### config.mk
export PLATFORM = sky130hd
export DESIGN_NAME = bbpa_interp
export DESIGN_NICKNAME = d
export VERILOG_FILES = /design/src/hw/rtl/bbpa_pkg.sv /design/src/hw/rtl/bbpa_interp.sv
export SDC_FILE = /design/constraint.sdc
export NUM_CORES = 2
export LEC_CHECK = 0
export ABC_AREA = 1
export BUFFER_PORTS_ARGS = -buffer_cell sky130_fd_sc_hd__buf_2
export CORE_ASPECT_RATIO = 1.1
export CORE_MARGIN = 3
export CORE_UTILIZATION = 56
export CTS_BUF_LIST = sky130_fd_sc_hd__clkbuf_8
export DETAILED_ROUTE_END_ITERATION = 10
export GPL_TIMING_DRIVEN = 0
export PLACE_DENSITY = 0.77
export SYNTH_ARGS = -nofsm -noshare
export SYNTH_HDL_FRONTEND = slang
export SYNTH_SLANG_ARGS = --single-unit
export TNS_END_PERCENT = 50
### constraint.sdc
create_clock -name clk -period 12.3 [get_ports clk]
set_input_delay 1.845 -clock clk [delete_from_list [all_inputs] [get_ports clk]]
set_output_delay 1.845 -clock clk [all_outputs]
set_load 0.05 [all_outputs]
### src/hw/rtl/bbpa_pkg.sv
// Bark band power accumulator: shared sizes, operation codes and types.
// Used by every module of the block except the generic RAM.
package bbpa_pkg;

  localparam int NUM_CELLS   = 128;
  localparam int NUM_BANDS   = 100;
  localparam int TABLE_DEPTH = NUM_BANDS + 3;

  localparam int CELL_W     = $clog2(NUM_CELLS);
  localparam int BANK_DEPTH = NUM_CELLS / 2;
  localparam int BANK_AW    = $clog2(BANK_DEPTH);
  localparam int TAB_AW     = $clog2(TABLE_DEPTH);

  localparam int POW_W   = 56;   // cumulative power store
  localparam int BAND_W  = 57;   // band power result
  localparam int TOTAL_W = 55;   // total power result
  localparam int FRAC_W  = 16;   // Q0.16 interpolation fraction
  localparam int ECELL_W = 7;    // cell index held in the table
  localparam int SAMP_W  = 16;
  localparam int WGT_W   = 16;
  localparam int SQ_W    = 32;   // re^2 + im^2
  localparam int PROD_W  = SQ_W + WGT_W;

  typedef enum logic [1:0] {
    OP_WRITE = 2'd0,
    OP_CELL  = 2'd1,
    OP_READ  = 2'd2
  } op_t;

  typedef struct packed {
    logic [ECELL_W-1:0] cell_idx;
    logic [FRAC_W-1:0]  frac;
  } tab_entry_t;

  // one interpolation launched into the interpolation pipe
  typedef struct packed {
    logic             valid;
    logic             last;   // lower cell is the last one: upper equals lower
    logic [POW_W-1:0] lo;
    logic [POW_W-1:0] hi;
    logic [FRAC_W-1:0] frac;
  } interp_req_t;

endpackage

### src/hw/rtl/bbpa_interp.sv
// Three-stage interpolation pipe: lo + floor((hi - lo) * frac / 2^16).
// Depends on bbpa_pkg.
module bbpa_interp
  import bbpa_pkg::*;
(
  input  logic              clk,
  input  logic              rst,
  input  interp_req_t       req,
  output logic              res_valid,
  output logic [POW_W-1:0]  res_value
);

  logic              v1, v2, v3;
  logic [POW_W-1:0]  d1, lo1, lo2, part2, val3;
  logic [FRAC_W-1:0] f1;

  logic [POW_W-FRAC_W-1:0] d_hi;
  logic [POW_W-1:0]        hi_prod;
  logic [2*FRAC_W-1:0]     lo_prod;

  assign d_hi    = d1[POW_W-1:FRAC_W];
  assign hi_prod = d_hi * f1;
  assign lo_prod = d1[FRAC_W-1:0] * f1;

  always_ff @(posedge clk) begin
    if (rst) begin
      v1 <= 1'b0;
      v2 <= 1'b0;
      v3 <= 1'b0;
    end else begin
      v1 <= req.valid;
      v2 <= v1;
      v3 <= v2;
    end
    // stage 1: difference of neighbouring cumulative values
    d1  <= req.last ? '0 : req.hi - req.lo;
    lo1 <= req.lo;
    f1  <= req.frac;
    // stage 2: split product, exact floor
    part2 <= hi_prod + POW_W'(lo_prod[2*FRAC_W-1:FRAC_W]);
    lo2   <= lo1;
    // stage 3: interpolated value
    val3 <= lo2 + part2;
  end

  assign res_valid = v3;
  assign res_value = val3;

endmodule

==> impl_metrics.yaml <==
timing:
  slew_violations: 0
  slew_headroom_pct: 9.48
  rsz0062_at_grt: "no"
  min_period_ns: 11.84
  fin_crit_sh_pct: 96.2
  fmax_mhz: 84.5
  tightest_slew_ns: 1.36
  setup_tns_ns: 0
  finalHoldViolCount: 0
  setup_violations: 0
  fin_skew_ns: 0.0519
clock_network:
  cts_root_buffer: "clkbuf_8"
  cts_tree: "yes"
  cts_hold_buf: 0
  cts_sinks: 299
  cts_buffers: 55
  post-cts-setup-buffers: 0
  htree_levels: 2
  clkTransAtPathRegs_ns: 0.07
  cts_buffer_depth: 3
  post_cts_resized: 0
  worstSkewPairLatency_ns: 0.73
critical_path:
  crit_start: "f1[2]"
  crit_path_max_incr_delay_ns: 0.90
  crit_type: "flop to flop"
  cp_max_fo: 10
  critical_path.slowest_cell: "clkbuf_1"
  worstPathRequired_ns: 12.87
  crit_arrival_ns: 12.41
  cp-end-kind: "flop"
  path_common_cell: "fa_1"
  r2r_end: "part2[21]"
  rr_startpoint: "f1[2]"
  worstRegToRegCells: 34
  start_kind: "flop"
  r2r_setup_slack_ns: 0.46
finish:
  layout_commonest_cell: "nand2_1"
  fill_cells: 7977
  multi_input_area_um2: 33200
  final_cell_mix: "nand2_1, inv_1, fa_1"
  regArea_um2: 5990
  area_growth_pct: 7.59
  nets: 8061
  drive_gt1_share_pct: 5.47
global_routing:
  grt_usage_pct: 42.4
  grt_max_degree: 19
  grt_first_pass_wirelength_um: 267000
  gr-total-overflow: 0
  top_usage_layer: "met2"
  gr-usage-met3_pct: 10.6
  grt_antenna_before_repair: 9
  grt_use_met2_pct: 67.9
  grt_pass1_vias: 43197
  grt_util_met1_pct: 50.1
synth:
  synth-compound-area-share_pct: 4.56
  synth_mux_area_share_pct: 0
  synth_edf_count: 0
  synth-main-ff-cell: "dfxtp_1"
  yosysTopAreaCell: "fa_1"
  syn_avg_cell_area_um2: 7.07
  synth_seq_cells: 299
  synthXorXnorAreaFrac_pct: 1.45
  ys_seq_area_share_pct: 12.9
  synth-simple-area-share_pct: 23.8
  synth.area.top_cells: "fa_1, nand2_1, inv_1"
  synth.net_count: 7816
  synth_fa_ha_area_share_pct: 41.7
  yosysTopAreaCellShare_pct: 31.9
  async_flop_share_pct: 0
  synth_top_family_by_area: "adder cells"
  netlist_area_um2: 46500
  ys_types: 41
  yosysWarningCount: 0
  syn_inst: 6578
floorplan:
  die_area_um2: 86500
  core-area_um2: 82000
  start_util_pct: 56.7
  dieHeight_um: 308
  die-width_um: 281
  rows: 110
  ios: 189
route:
  drt_wl_total_um: 181000
  drt_iter0_markers: 3511
  firstDrtPassIters: 8
  drc: 0
  num_vias: 42565
  viasPerCell: 5.37
  wl_per_cell_um: 22.8
  ant_nets: 0
worst_hold_path:
  hold_path_end: "lo2[30]"
  hold_depth: 0
  hp-start: "lo1[30]"
  hp-class: "flop to flop"
placement:
  port_buffers: 188
  place_hpwl_um: 154000
  gp_congestion: 1.06
flow_run:
  max-cap-violations: 0
run_status:
  status: "finished, final reports clean"
==> layout make-up <==
type	instances	share of cell area [%]
antenna	4	0.0200
buffer	211	1.60
clock buffer	67	1.84
clock inverter	27	0.648
inverter	1720	12.9
multi-input combinational	4348	66.5
sequential	299	12.0
tap	1064	2.66
timing repair buffer	188	1.88
==> per-stage QoR <==
| stage | hold slack, ns | std cells | util, % | instance area, um^2 | worst slack [ns] |
|---|---|---|---|---|---|
| 2_1_floorplan | 0.310 | 6578 | - | 46500 | 3.72 |
| 3_3_place_gp | 0.310 | 7830 | 59.4 | 48800 | 1.03 |
| 5_1_grt | 0.320 | 7925 | 61.0 | 50000 | 0.235 |
| 4_1_cts | 0.317 | 7924 | 61.0 | 50000 | 0.794 |
| 3_5_place_dp | 0.312 | 7830 | 59.4 | 48800 | 0.812 |
| 6_report | 0.316 | 7928 | 61.0 | 50000 | 0.465 |
==> flip-flops by register name (all words and copies together) (netlist names) <==
register / flops
d1: 56
lo1: 56
lo2: 56
part2: 56
res_value: 56
f1: 16
res_valid: 1
v1: 1
v2: 1
==> cell usage after synthesis, types with 19 or more instances <==
master	n
nand2_1	2066
inv_1	1697
fa_1	741
nor2_1	387
ha_1	365
dfxtp_1	299
a21oi_1	230
clkbuf_1	183
nand3_1	157
o21ai_0	109
xor2_1	58
nor2_2	35
nand4_1	33
nor3_1	25
buf_1	24
inv_2	21
nand2_2	21
o21bai_1	21
xnor2_1	19
==> critical path, delay by kind of cell, from the launching register on <==
kind | cells | cell delay (ns)
buffers and inverters | 7 | 2.00
adders and majority gates | 12 | 6.33
DFF | 1 | 0.34
and+or+nand+nor | 10 | 1.69
xor gates and xnor gates | 1 | 0.39
AOI/OAI and AO/OA | 4 | 0.90
==> per-layer routing <==
metal / vias to the layer above / wire length (um)
met3: 591 / 18300
met5: - / 42
met4: 8 / 16000
li1: 19498 / -
met2: 2176 / 80800
met1: 20292 / 65800
==> kinds of logic (layout without fill, tap and decap cells) <==
logic type               after synthesis  after routing
flip-flops                           299            299
buffers and inverters               1931           2213
adder cells (fa/ha/maj)             1106           1106
AO/OA/AOI/OAI                        396            396
XOR/XNOR                              77             77
other                                  0              4
AND/OR/NAND/NOR                     2769           2769
==> how the worst max path moves through the flow <==
stage | depth (start not counted) | end
finish | 34 | part2[21]
global route | 37 | part2[53]
CTS | 34 | part2[21]
detailed placement | 34 | part2[21]
global placement | 33 | part2[21]
floorplan | 36 | part2[53]
Power is not shown: default switching activity piles up to over one toggle a cycle in this logic, so the estimate is an artifact.
